===== src/hdl/bldc_pkg.sv =====
`default_nettype none

package bldc_pkg;

    // Field widths
    localparam int DUTY_W   = 16;
    localparam int SUM_W    = 19;
    localparam int CNT_W    = 3;
    localparam int ACC_W    = 26;
    localparam int ACC_FRAC = 10;

    // Ramp steps, speed scale, averaging and filter gain
    localparam int          STEP_SMALL      = 1;
    localparam int          STEP_MID        = 2;
    localparam int          STEP_LARGE      = 4;
    localparam logic [31:0] SPEED_SCALE     = 32'd1000000;
    localparam int          AVG_SAMPLES     = 6;
    localparam int          FILTER_GAIN_Q10 = 61;

    // Shared divider sizing: numerator covers the speed scale and the interval sum
    localparam int SCALE_W   = $clog2(64'(SPEED_SCALE) + 64'd1);
    localparam int DIV_NUM_W = (SCALE_W > SUM_W) ? SCALE_W : SUM_W;
    localparam int DIV_CNT_W = $clog2(DIV_NUM_W + 1);

    // Filter arithmetic: signed difference times signed gain
    localparam int DIFF_W = DUTY_W + ACC_FRAC + 1;
    localparam int GAIN_W = $clog2(FILTER_GAIN_Q10 + 1) + 1;
    localparam int PROD_W = DIFF_W + GAIN_W;

    // Signed working width of the duty ramp (steps up to 4)
    localparam int ND_W = DUTY_W + 2;

    // Configuration register indexes
    localparam int CFG_IDX_W = 4;
    typedef enum logic [CFG_IDX_W-1:0] {
        CFG_TARGET_DUTY   = 4'd0,
        CFG_DUTY_MIN      = 4'd1,
        CFG_DUTY_MAX      = 4'd2,
        CFG_THR_LOW       = 4'd3,
        CFG_THR_MID       = 4'd4,
        CFG_THR_HIGH      = 4'd5,
        CFG_LOW_TICKS     = 4'd6,
        CFG_HIGH_TICKS    = 4'd7
    } cfg_idx_t;

    typedef struct packed {
        logic [DUTY_W-1:0] target_duty;
        logic [DUTY_W-1:0] duty_min;
        logic [DUTY_W-1:0] duty_max;
        logic [DUTY_W-1:0] duty_threshold_low;
        logic [DUTY_W-1:0] duty_threshold_mid;
        logic [DUTY_W-1:0] duty_threshold_high;
        logic [DUTY_W-1:0] low_step_ticks;
        logic [DUTY_W-1:0] high_step_ticks;
    } cfg_t;

    // Request payloads
    typedef struct packed {
        logic              op;
        logic [DUTY_W-1:0] interval;
    } in_item_t;

    typedef struct packed {
        logic [DUTY_W-1:0] duty_out;
        logic [DUTY_W-1:0] filtered_speed;
        logic [DUTY_W-1:0] period_estimate;
        logic              average_ready;
    } out_item_t;

    // Divider status toward the sequencer
    typedef struct packed {
        logic busy;
        logic done;
    } div_stat_t;

    // Sequencer states
    typedef enum logic [2:0] {
        ST_IDLE,
        ST_DIV,
        ST_FILT_MUL,
        ST_FILT_ADD,
        ST_FINISH
    } state_t;

endpackage

`default_nettype wire


===== src/hdl/bldc_div.sv =====
`default_nettype none

module bldc_div (
    input  wire logic                           clk,
    input  wire logic                           rst_n,
    input  wire logic                           start,
    input  wire logic [bldc_pkg::DIV_NUM_W-1:0] numer,
    input  wire logic [bldc_pkg::DUTY_W-1:0]    denom,
    output bldc_pkg::div_stat_t                 stat,
    output logic [bldc_pkg::DIV_NUM_W-1:0]      quot
);
    import bldc_pkg::*;

    logic                 busy_reg;
    logic                 done_reg;
    logic [DIV_CNT_W-1:0] cnt_reg;
    logic [DIV_NUM_W-1:0] quo_reg;
    logic [DUTY_W-1:0]    rem_reg;
    logic [DUTY_W-1:0]    den_reg;

    logic [DUTY_W:0] rem_sh;
    logic [DUTY_W:0] rem_diff;
    logic            fits;

    // One restoring step: bring down the next numerator bit and try a subtract.
    always_comb
    begin
        rem_sh   = {rem_reg, quo_reg[DIV_NUM_W-1]};
        rem_diff = rem_sh - {1'b0, den_reg};
        fits     = (rem_sh >= {1'b0, den_reg});
    end

    // Step counter and status.
    always_ff @(posedge clk or negedge rst_n)
    begin
        if (!rst_n)
        begin
            busy_reg <= 1'b0;
            done_reg <= 1'b0;
            cnt_reg  <= '0;
        end
        else if (start)
        begin
            busy_reg <= 1'b1;
            done_reg <= 1'b0;
            cnt_reg  <= DIV_CNT_W'(DIV_NUM_W);
        end
        else if (busy_reg)
        begin
            cnt_reg <= cnt_reg - 1'b1;
            if (cnt_reg == DIV_CNT_W'(1))
            begin
                busy_reg <= 1'b0;
                done_reg <= 1'b1;
            end
        end
        else
        begin
            done_reg <= 1'b0;
        end
    end

    // Quotient shifts in from the right as numerator bits leave on the left.
    always_ff @(posedge clk)
    begin
        if (start)
        begin
            quo_reg <= numer;
            rem_reg <= '0;
            den_reg <= denom;
        end
        else if (busy_reg)
        begin
            quo_reg <= {quo_reg[DIV_NUM_W-2:0], fits};
            rem_reg <= fits ? rem_diff[DUTY_W-1:0] : rem_sh[DUTY_W-1:0];
        end
    end

    assign stat.busy = busy_reg;
    assign stat.done = done_reg;
    assign quot      = quo_reg;

endmodule

`default_nettype wire


===== src/hdl/bldc_ramp.sv =====
`default_nettype none

module bldc_ramp (
    input  wire logic [bldc_pkg::DUTY_W-1:0] duty,
    input  wire logic [bldc_pkg::DUTY_W-1:0] tick_count,
    input  wire bldc_pkg::cfg_t              cfg,
    output logic [bldc_pkg::DUTY_W-1:0]      duty_new,
    output logic [bldc_pkg::DUTY_W-1:0]      tick_new
);
    import bldc_pkg::*;

    localparam logic signed [ND_W-1:0] DUTY_TOP = ND_W'((2 ** DUTY_W) - 1);

    logic [DUTY_W-1:0]      tick_inc;
    logic [DUTY_W-1:0]      gate;
    logic signed [ND_W-1:0] duty_ext;
    logic signed [ND_W-1:0] min_ext;
    logic signed [ND_W-1:0] max_ext;
    logic signed [ND_W-1:0] step;
    logic signed [ND_W-1:0] nd;

    // One control tick of the duty ramp, with start-up branch and final clamp.
    always_comb
    begin
        tick_inc = tick_count + 1'b1;
        duty_ext = signed'({2'b00, duty});
        min_ext  = signed'({2'b00, cfg.duty_min});
        max_ext  = signed'({2'b00, cfg.duty_max});
        step     = '0;
        gate     = '0;
        nd       = duty_ext;
        tick_new = tick_inc;
        duty_new = duty;

        if (duty < cfg.duty_min)
        begin
            // Start-up: small steps up to the minimum, saturating, no clamp.
            if (tick_inc > cfg.low_step_ticks)
            begin
                tick_new = '0;
                nd       = duty_ext + ND_W'(STEP_SMALL);
                duty_new = (nd > DUTY_TOP) ? '1 : nd[DUTY_W-1:0];
            end
        end
        else
        begin
            if (duty < cfg.target_duty)
            begin
                // Step size and tick gate depend on the duty band.
                if (duty <= cfg.duty_threshold_low)
                begin
                    step = ND_W'(STEP_SMALL);
                    gate = cfg.low_step_ticks;
                end
                else if (duty > cfg.duty_threshold_mid && duty < cfg.duty_threshold_high)
                begin
                    step = ND_W'(STEP_MID);
                    gate = cfg.high_step_ticks;
                end
                else
                begin
                    step = ND_W'(STEP_LARGE);
                    gate = cfg.high_step_ticks;
                end
                if (tick_inc > gate)
                begin
                    tick_new = '0;
                    nd       = duty_ext + step;
                end
            end
            else
            begin
                tick_new = '0;
                nd       = duty_ext - ND_W'(STEP_MID);
            end

            // Clamp: the lower limit wins over the upper one.
            if (nd <= min_ext)
            begin
                duty_new = cfg.duty_min;
            end
            else if (nd >= max_ext)
            begin
                duty_new = cfg.duty_max;
            end
            else
            begin
                duty_new = nd[DUTY_W-1:0];
            end
        end
    end

endmodule

`default_nettype wire


===== src/hdl/bldc_open_loop_duty_ramp_core.sv =====
// Channel   Direction  Handshake           Payload
// in        input      in_valid/in_stall   in_data   (op, interval)
// out       output     out_valid/out_stall out_data  (duty, speed, period, ready)
// cfg       input      cfg_we              cfg_index, cfg_data
//
// An interval request goes straight to the finish state, or through the shared
// 20-step restoring divider when it closes a group of six. A control tick goes
// through the divider, then one multiply and one add of the speed filter; with a
// zero period it skips the divider. in_stall is high from acceptance until the
// result is loaded into the output register, which holds it while out_stall is
// high. Reset clears control and model state; payload registers are not reset.
`default_nettype none

module bldc_open_loop_duty_ramp_core (
    input  wire logic                           clk,
    input  wire logic                           rst_n,
    input  wire logic                           in_valid,
    output logic                                in_stall,
    input  wire bldc_pkg::in_item_t             in_data,
    output logic                                out_valid,
    input  wire logic                           out_stall,
    output bldc_pkg::out_item_t                 out_data,
    input  wire logic                           cfg_we,
    input  wire logic [bldc_pkg::CFG_IDX_W-1:0] cfg_index,
    input  wire logic [bldc_pkg::DUTY_W-1:0]    cfg_data
);
    import bldc_pkg::*;

    state_t state_reg;
    state_t state_next;

    cfg_t               cfg_reg;
    logic [DUTY_W-1:0]  duty_reg;
    logic [DUTY_W-1:0]  tick_reg;
    logic [ACC_W-1:0]   acc_reg;
    logic [DUTY_W-1:0]  period_reg;
    logic [SUM_W-1:0]   sum_reg;
    logic [CNT_W-1:0]   count_reg;
    logic               avg_valid_reg;
    logic               out_valid_reg;
    logic               op_reg;
    logic [DUTY_W-1:0]  raw_reg;
    logic signed [PROD_W-1:0] prod_reg;
    out_item_t          out_data_reg;

    logic               take;
    logic               iv_take;
    logic               tick_take;
    logic               div_start;
    logic               div_take;
    logic               out_load;
    logic [SUM_W-1:0]   sum_new;
    logic [CNT_W-1:0]   count_new;
    logic               avg_due;
    logic [DIV_NUM_W-1:0] div_numer;
    logic [DUTY_W-1:0]  div_denom;
    logic [DIV_NUM_W-1:0] div_quot;
    div_stat_t          div_stat;
    logic [DUTY_W-1:0]  ramp_duty;
    logic [DUTY_W-1:0]  ramp_tick;
    logic signed [DIFF_W-1:0] diff;
    logic [ACC_W-1:0]   delta;

    // Shared divider: six-sample average and speed scale over period.
    bldc_div u_div (
        .clk   (clk),
        .rst_n (rst_n),
        .start (div_start),
        .numer (div_numer),
        .denom (div_denom),
        .stat  (div_stat),
        .quot  (div_quot)
    );

    // Duty ramp step for a control tick.
    bldc_ramp u_ramp (
        .duty       (duty_reg),
        .tick_count (tick_reg),
        .cfg        (cfg_reg),
        .duty_new   (ramp_duty),
        .tick_new   (ramp_tick)
    );

    // Interval bookkeeping and filter arithmetic.
    always_comb
    begin
        sum_new   = sum_reg + SUM_W'(in_data.interval);
        count_new = count_reg + 1'b1;
        avg_due   = (count_new >= CNT_W'(AVG_SAMPLES));
        diff      = signed'({1'b0, raw_reg, {ACC_FRAC{1'b0}}}) - signed'(DIFF_W'(acc_reg));
        delta     = ACC_W'(prod_reg >>> ACC_FRAC);
    end

    // Next state.
    always_comb
    begin
        state_next = state_reg;
        case (state_reg)
            ST_IDLE:
            begin
                if (in_valid)
                begin
                    if (in_data.op)
                    begin
                        state_next = (period_reg != '0) ? ST_DIV : ST_FILT_MUL;
                    end
                    else
                    begin
                        state_next = avg_due ? ST_DIV : ST_FINISH;
                    end
                end
            end
            ST_DIV:
            begin
                if (div_stat.done)
                begin
                    state_next = op_reg ? ST_FILT_MUL : ST_FINISH;
                end
            end
            ST_FILT_MUL: state_next = ST_FILT_ADD;
            ST_FILT_ADD: state_next = ST_FINISH;
            ST_FINISH:
            begin
                if (!out_valid_reg || !out_stall)
                begin
                    state_next = ST_IDLE;
                end
            end
            default: state_next = ST_IDLE;
        endcase
    end

    // Control strobes from the state.
    always_comb
    begin
        in_stall  = (state_reg != ST_IDLE);
        take      = (state_reg == ST_IDLE) && in_valid;
        iv_take   = take && !in_data.op;
        tick_take = take && in_data.op;
        div_start = (iv_take && avg_due) || (tick_take && (period_reg != '0));
        div_numer = in_data.op ? DIV_NUM_W'(SPEED_SCALE) : DIV_NUM_W'(sum_new);
        div_denom = in_data.op ? period_reg : DUTY_W'(AVG_SAMPLES);
        div_take  = (state_reg == ST_DIV) && div_stat.done;
        out_load  = (state_reg == ST_FINISH) && (!out_valid_reg || !out_stall);
    end

    // Control and model state.
    always_ff @(posedge clk or negedge rst_n)
    begin
        if (!rst_n)
        begin
            state_reg                   <= ST_IDLE;
            cfg_reg.target_duty         <= '0;
            cfg_reg.duty_min            <= '0;
            cfg_reg.duty_max            <= '1;
            cfg_reg.duty_threshold_low  <= '0;
            cfg_reg.duty_threshold_mid  <= '0;
            cfg_reg.duty_threshold_high <= '1;
            cfg_reg.low_step_ticks      <= '0;
            cfg_reg.high_step_ticks     <= '0;
            duty_reg                    <= '0;
            tick_reg                    <= '0;
            acc_reg                     <= '0;
            period_reg                  <= '0;
            sum_reg                     <= '0;
            count_reg                   <= '0;
            avg_valid_reg               <= 1'b0;
            out_valid_reg               <= 1'b0;
        end
        else
        begin
            state_reg     <= state_next;
            out_valid_reg <= out_load || (out_valid_reg && out_stall);

            // Configuration writes; unknown indexes are ignored.
            if (cfg_we)
            begin
                case (cfg_idx_t'(cfg_index))
                    CFG_TARGET_DUTY: cfg_reg.target_duty         <= cfg_data;
                    CFG_DUTY_MIN:    cfg_reg.duty_min            <= cfg_data;
                    CFG_DUTY_MAX:    cfg_reg.duty_max            <= cfg_data;
                    CFG_THR_LOW:     cfg_reg.duty_threshold_low  <= cfg_data;
                    CFG_THR_MID:     cfg_reg.duty_threshold_mid  <= cfg_data;
                    CFG_THR_HIGH:    cfg_reg.duty_threshold_high <= cfg_data;
                    CFG_LOW_TICKS:   cfg_reg.low_step_ticks      <= cfg_data;
                    CFG_HIGH_TICKS:  cfg_reg.high_step_ticks     <= cfg_data;
                    default:         ;
                endcase
            end

            // Interval sample: direct estimate until the first average exists.
            if (iv_take)
            begin
                if (avg_due)
                begin
                    avg_valid_reg <= 1'b1;
                    sum_reg       <= '0;
                    count_reg     <= '0;
                end
                else
                begin
                    sum_reg   <= sum_new;
                    count_reg <= count_new;
                    if (!avg_valid_reg)
                    begin
                        period_reg <= in_data.interval;
                    end
                end
            end

            // Control tick: duty ramp.
            if (tick_take)
            begin
                duty_reg <= ramp_duty;
                tick_reg <= ramp_tick;
            end

            // Six-sample average lands in the period estimate.
            if (div_take && !op_reg)
            begin
                period_reg <= div_quot[DUTY_W-1:0];
            end

            // Low-pass filter update, floor rounding by arithmetic shift.
            if (state_reg == ST_FILT_ADD)
            begin
                acc_reg <= acc_reg + delta;
            end
        end
    end

    // Working payload registers.
    always_ff @(posedge clk)
    begin
        if (take)
        begin
            op_reg <= in_data.op;
        end

        if (tick_take && (period_reg == '0))
        begin
            raw_reg <= '1;
        end
        else if (div_take && op_reg)
        begin
            raw_reg <= (div_quot > DIV_NUM_W'((2 ** DUTY_W) - 1)) ? '1
                                                                  : div_quot[DUTY_W-1:0];
        end

        if (state_reg == ST_FILT_MUL)
        begin
            prod_reg <= PROD_W'(diff) * PROD_W'(signed'(GAIN_W'(FILTER_GAIN_Q10)));
        end

        if (out_load)
        begin
            out_data_reg.duty_out        <= duty_reg;
            out_data_reg.filtered_speed  <= acc_reg[ACC_FRAC +: DUTY_W];
            out_data_reg.period_estimate <= period_reg;
            out_data_reg.average_ready   <= avg_valid_reg;
        end
    end

    assign out_valid = out_valid_reg;
    assign out_data  = out_data_reg;

    // The divider only runs while the sequencer waits for it.
    a_div_in_div: assert property (@(posedge clk) disable iff (!rst_n)
        div_stat.busy |-> (state_reg == ST_DIV))
        else $error("divider busy outside the divide state");

    // The sample counter restarts at each completed group.
    a_count_range: assert property (@(posedge clk) disable iff (!rst_n)
        count_reg < CNT_W'(AVG_SAMPLES))
        else $error("sample count reached the group size");

    // Once an average exists it stays.
    a_avg_sticky: assert property (@(posedge clk) disable iff (!rst_n)
        avg_valid_reg |=> avg_valid_reg)
        else $error("average ready flag dropped");

    // An accepted request always leaves the idle state.
    a_accept_busy: assert property (@(posedge clk) disable iff (!rst_n)
        (in_valid && !in_stall) |=> (state_reg != ST_IDLE))
        else $error("request accepted without starting work");

endmodule

`default_nettype wire


===== config.mk =====
export PLATFORM = sky130hd
export DESIGN_NAME = bldc_open_loop_duty_ramp_core
export DESIGN_NICKNAME = d
export VERILOG_FILES = /design/src/hdl/bldc_pkg.sv /design/src/hdl/bldc_div.sv /design/src/hdl/bldc_ramp.sv /design/src/hdl/bldc_open_loop_duty_ramp_core.sv
export SDC_FILE = /design/constraint.sdc
export NUM_CORES = 1
export LEC_CHECK = 0
export BUFFER_PORTS_ARGS = -buffer_cell sky130_fd_sc_hd__buf_2
export CELL_PAD_IN_SITES_DETAIL_PLACEMENT = 0
export CELL_PAD_IN_SITES_GLOBAL_PLACEMENT = 1
export CORE_MARGIN = 5
export CORE_UTILIZATION = 54
export CTS_CLUSTER_DIAMETER = 150
export DETAILED_ROUTE_END_ITERATION = 8
export PLACE_DENSITY = 0.88
export SYNTH_ARGS = -nofsm -noshare
export SYNTH_HDL_FRONTEND = slang
export SYNTH_SLANG_ARGS = --single-unit

===== constraint.sdc =====
create_clock -name clk -period 14 [get_ports clk]
set_input_delay 1.4 -clock clk [delete_from_list [all_inputs] [get_ports clk]]
set_output_delay 1.4 -clock clk [all_outputs]
set_load 0.01 [all_outputs]

; Word-level counts from Yosys, hierarchy flattened
; Cells that the tools add are included.
[classes]
mux = 46
reduce_logical = 38
bitwise = 0
eq_ne = 19
n_addsub = 10
div_mod_pow = 0
mul = 1
n_lt_le_gt_ge = 13
n_shift = 0
[op_table]
columns = op, n
row1 = 16-bit 2-to-1 mux, 18
row2 = 18-bit 2-to-1 mux, 6
row3 = 20-bit 2-to-1 mux, 3
row4 = 16-bit greater-than comparator, 3
row5 = 16-bit < comparator, 3
row6 = "27-bit by 7-bit multiplier with 34-bit output, second input constant", 1
row7 = 26-bit by 26-bit subtractor with 27-bit output, 1
row8 = 26-bit adder, 1
row9 = 3-bit 2-to-1 mux, 8
row10 = "20-bit by 16-bit greater-than comparator with 1-bit output, second input constant", 1
row11 = 2-bit AND reduction, 10
row12 = 19-bit by 16-bit adder with 19-bit output, 1
row13 = 19-bit 2-to-1 mux, 1
row14 = 17-bit by 18-bit adder with 18-bit output, 1
row15 = 18-bit by 17-bit greater-or-equal comparator with 1-bit output, 1
row16 = "18-bit by 17-bit greater-than comparator with 1-bit output, second input constant", 1
row17 = 18-bit by 17-bit less-or-equal comparator with 1-bit output, 1
row18 = "16-bit by 1-bit adder with 17-bit output, second input constant", 1
row19 = 17-bit by 16-bit greater-or-equal comparator with 1-bit output, 1
row20 = "16-bit by 2-bit subtractor with 17-bit output, second input constant", 1
row21 = "16-bit by 1-bit adder with 16-bit output, second input constant", 1
row22 = "4-bit by 3-bit == test with 1-bit output, second input constant", 4
row23 = 16-bit less-or-equal comparator, 1
row24 = 16-bit logical NOT, 1
row25 = other kinds (26), 56
[word_totals]
out_inout_bits = 51
input_bits = 42
wordCells = 157
latch_bits = 0
n_memories = 0
regBits = 388
mem_bits_ro = 0
ram_bits = 0

; Logic depth before layout (Yosys ltp)
[logic_depth]
word_depth = 14
mapped_depth = 36
mapped_depth_nobuf = 32

; Hierarchy
; From an unflattened synthesis, not the netlist that was laid out.
[unflattened]
cells_unflattened = 2771
hier_area_um2 = 27611.5
[by_module_without_submodules]
columns = mod, area_each_um2, cells_per_inst, seq_area_each_um2, n_inst
row1 = bldc_open_loop_duty_ramp_core, 18388.9, 1618, 8313.0, 1
row2 = bldc_ramp, 5760.5, 832, 0.0, 1
row3 = bldc_div, 3462.1, 321, 1576.5, 1

; Worst setup path before layout
; OpenSTA, ideal clock, no wires.
[synth_timing]
path_type = flip-flop to flip-flop
start = reg duty_reg[1]
end = reg duty_reg[1]
n_path_buf = 3
stages_incl_launch_ff = 35
t_required_ps = 13874
arrival_ps = 6738
setup_time_ps = 126
path_slack_ps = 7136
path_cell_list = dfrtp_1 > ha_1 > nor2b_1 > o21a_1 > o21a_1 > o21a_1 > o21a_1 > o21a_1 > o21ai_0 > a21boi_0 > o21ai_0 > buf_1 > clkbuf_1 > mux2i_1 > ha_1 > a21o_1 > a21o_1 > a21oi_1 > o21a_1 > o211ai_1 > nand2_1 > o31ai_1 > xor2_1 > ha_1 > a21oi_1 > nor2b_1 > o21ai_0 > a31oi_1 > o31a_1 > o31ai_1 > a21oi_2 > nand2b_1 > buf_2 > o221ai_1 > a21oi_1
[synth_via]
elab_chain_len = 14
word_cells_on_any_way = 30
[synth_rtl]
columns = element, line_no
row1 = "start, declared", bldc_open_loop_duty_ramp_core.sv:33  ; logic [DUTY_W-1:0] duty_reg;
row2 = "start signal, assigned", bldc_open_loop_duty_ramp_core.sv:214  ; duty_reg <= ramp_duty;
row3 = 16-bit greater-than comparator or 16-bit < comparator (tied branches), bldc_ramp.sv:55  ; else if (duty > cfg.duty_threshold_mid && duty < cfg.duty_threshold_high)
row4 = 1-bit logical AND, bldc_ramp.sv:55
row5 = 3-bit 2-to-1 mux, bldc_ramp.sv:55
row6 = 18-bit 2-to-1 mux, bldc_ramp.sv:50  ; if (duty <= cfg.duty_threshold_low)
row7 = 18-bit 2-to-1 mux, bldc_ramp.sv:47  ; if (duty < cfg.target_duty)
row8 = 18-bit 2-to-1 mux, bldc_ramp.sv:35  ; if (duty < cfg.duty_min)
row9 = 17-bit by 18-bit adder with 18-bit output, bldc_ramp.sv:68  ; nd = duty_ext + step;
row10 = 18-bit 2-to-1 mux, bldc_ramp.sv:65  ; if (tick_inc > gate)
row11 = 18-bit 2-to-1 mux, bldc_ramp.sv:47
row12 = 18-bit 2-to-1 mux, bldc_ramp.sv:35
row13 = 18-bit by 17-bit greater-or-equal comparator with 1-bit output, bldc_ramp.sv:82  ; else if (nd >= max_ext)
row14 = 16-bit 2-to-1 mux, bldc_ramp.sv:82
row15 = 16-bit 2-to-1 mux, bldc_ramp.sv:78  ; if (nd <= min_ext)
row16 = 16-bit 2-to-1 mux, bldc_ramp.sv:35
; Parallel ways exist; a longest one is shown, timed or not. The select of a mux whose other input is x is not followed.
; A chain may end at the register's enable or synchronous reset.

; Final worst setup path
[layout_timing]
start = reg duty_reg[1]
end = reg duty_reg[4]
; Same word-level chain as after synthesis.

==> impl_metrics.ini <==
[outcome]
status = finished clean

[timing]
hold_slack_ns = 0.459
fmax_mhz = 118
relSlewSlack = 0.173
fin_crit_ns = 8.48
tightest_slew_ns = 1.24
rsz0062_at_grt = no
finalSetupTns_ns = 0
slew_violations = 0
fin_worst_skew_ns = 0.0251
hold_violations = 0
fin_crit_sh = 0.606
setup_viol = 0

[synth]
async_reset_ff_frac = 0.624
yosysWarnings = 0
ys_seq_area_frac = 0.379
synth.net_count = 3025
synthFlopType = dfrtp_1
synth_edf_count = 110
synth_seq_cells = 378
syn_area_um2 = 26100
netlist_instances = 2612
postSynthAreaPerCell_um2 = 10.0
yosysUniqueCellTypes = 79

[drt]
wl_per_cell_um = 19.4
via_count = 19600
first_iter_violations = 1378
drt-pass1-iter-count = 5
ant_nets = 0
drc = 0
routed_wl_um = 64900
via_per_inst = 5.86

[clocking]
cts_sinks = 378
htreeDepth = 2
postCtsHoldBufs = 0
ctsResizeCount = 0
cts-root-buf = clkbuf_16
clk_path_buf_depth = 3
cts_tree = built
cts_setup_buffers = 0
clock_latency_ns = 0.58
clkTransAtPathRegs_ns = 0.06
cts_inserted_buffers = 42

[floorplan]
core_region_area_um2 = 47700
die_area_um2 = 52800
die-height_um = 230
die_w_um = 230
io_pins = 93
row_count = 80
start_util = 0.547

[setup_path]
worstPathMaxFanout = 19
cp_num_cells = 31
crit_path_end_kind = flip-flop
slowest_delay_ns = 0.95
critPathSlowestCell = o21ai_2
cp-startpoint = duty_reg[1]
critPathKind = reg -> reg
worstPathRequired_ns = 14.46
worst_setup_path_start_kind = flip-flop
crit_top_cell = o21a_1
r2r.worst_path.cells = 31
r2r-end = duty_reg[4]
path_delay_family = compound AO/OA/AOI/OAI gates
r2r_start = duty_reg[1]
critical_path_arrival_ns = 8.94
r2r_setup_slack_ns = 5.52
cp_num_buf_inv = 0

[finish]
nets = 3102
drive_above_1_share = 0.128
final_common_cell = ha_1
layout.cells.non_filler = 3341
synthToLayoutAreaGrowth_pct = 9.77
largest_register_ffs = 128
postLayoutCoreUtil = 0.600
final_cell_mix = 293 x ha_1, 258 x inv_1, 204 x dfrtp_1, 201 x o21ai_0, 198 x nand2_1

[worst_hold_path]
worstHoldEndpoint = out_data[32]
hold_path_startpoint = acc_reg[25]
hp-class = reg -> reg
whs_path_depth = 0

[global_routing]
grt_pass1_wl_um = 105000
antenna_found_initial = 3
overflow = 0
grt_start_max_net_pins = 86
grtUsageTotal = 0.243
first_global_vias = 19800

[run]
drv_cap = 0

[place]
routabilityCongestion = 0.942
hpwl_um = 48800
dp_cells = 3260
portBuffers = 92
cell type report:
class | instances | area, um2
Sequential cell | 378 | 9890
Antenna cell | 3 | 7.51
Timing Repair Buffer | 109 | 598
Clock inverter | 24 | 303
Clock buffer | 54 | 1170
Tap cell | 615 | 769
Fill cell | 4037 | 19100
Multi-Input combinational cell | 1900 | 15000
Inverter | 258 | 968
metrics by stage:
stage | setup slack [ns] | instance area (um2)
finish | 5.52 | 28700
global route | 5.01 | 28700
CTS | 5.65 | 28700
detailed placement | 5.67 | 27200
global placement | 5.89 | 27200
floorplan | 7.14 | 26100
kinds of logic (layout without fill, tap and decap cells):
logic type                 Yosys count  in the layout  synth area share
muxes                              139            139            0.0576
buffers and inverters              334            445            0.0500
AOI/OAI and AO/OA                  624            624             0.153
xor gates and xnor gates           122            122            0.0409
and+or+nand+nor                    644            644             0.120
adders and majority gates          371            371             0.200
other                                0              3                 0
DFF                                378            378             0.379
routing by layer:
layer	routed length [um]	share of wire	GRT usage
met5	0	0	0
met1	31100	0.48	0.362
met4	1300	0.020	0.0635
met3	4120	0.063	0.0411
met2	28400	0.44	0.372
synth_stat cells, types with 29 or more instances:
cell type    n  share of area
inv_1      258          0.037
nand4_1     33         0.0079
mux2i_1     49          0.019
nor3_1      49         0.0094
edfxtp_1   110           0.13
nand3_1     40         0.0077
clkbuf_1    63         0.0091
dfxtp_1     32          0.025
a21oi_1    126          0.024
xnor2_1     67          0.022
dfstp_2     32          0.032
nand2b_1    29         0.0069
a21o_1      63          0.018
dfrtp_1    204           0.20
o21a_1      42          0.012
nor2b_1     30         0.0072
nand2_1    198          0.028
o21ai_0    202          0.039
mux2_2      90          0.039
ha_1       293           0.14
xor2_1      55          0.018
fa_1        78          0.060
nor2_1     156          0.022
how the worst max path moves through the flow:
stage	to	slack (ns)
after floorplan	duty_reg[1]	7.14
after global placement	duty_reg[4]	5.89
after detailed placement	duty_reg[4]	5.67
after CTS	duty_reg[4]	5.65
after global routing	duty_reg[4]	5.01
final	duty_reg[4]	5.52
Power is not shown: default switching activity piles up to over one toggle a cycle in this logic, so the estimate is an artifact.
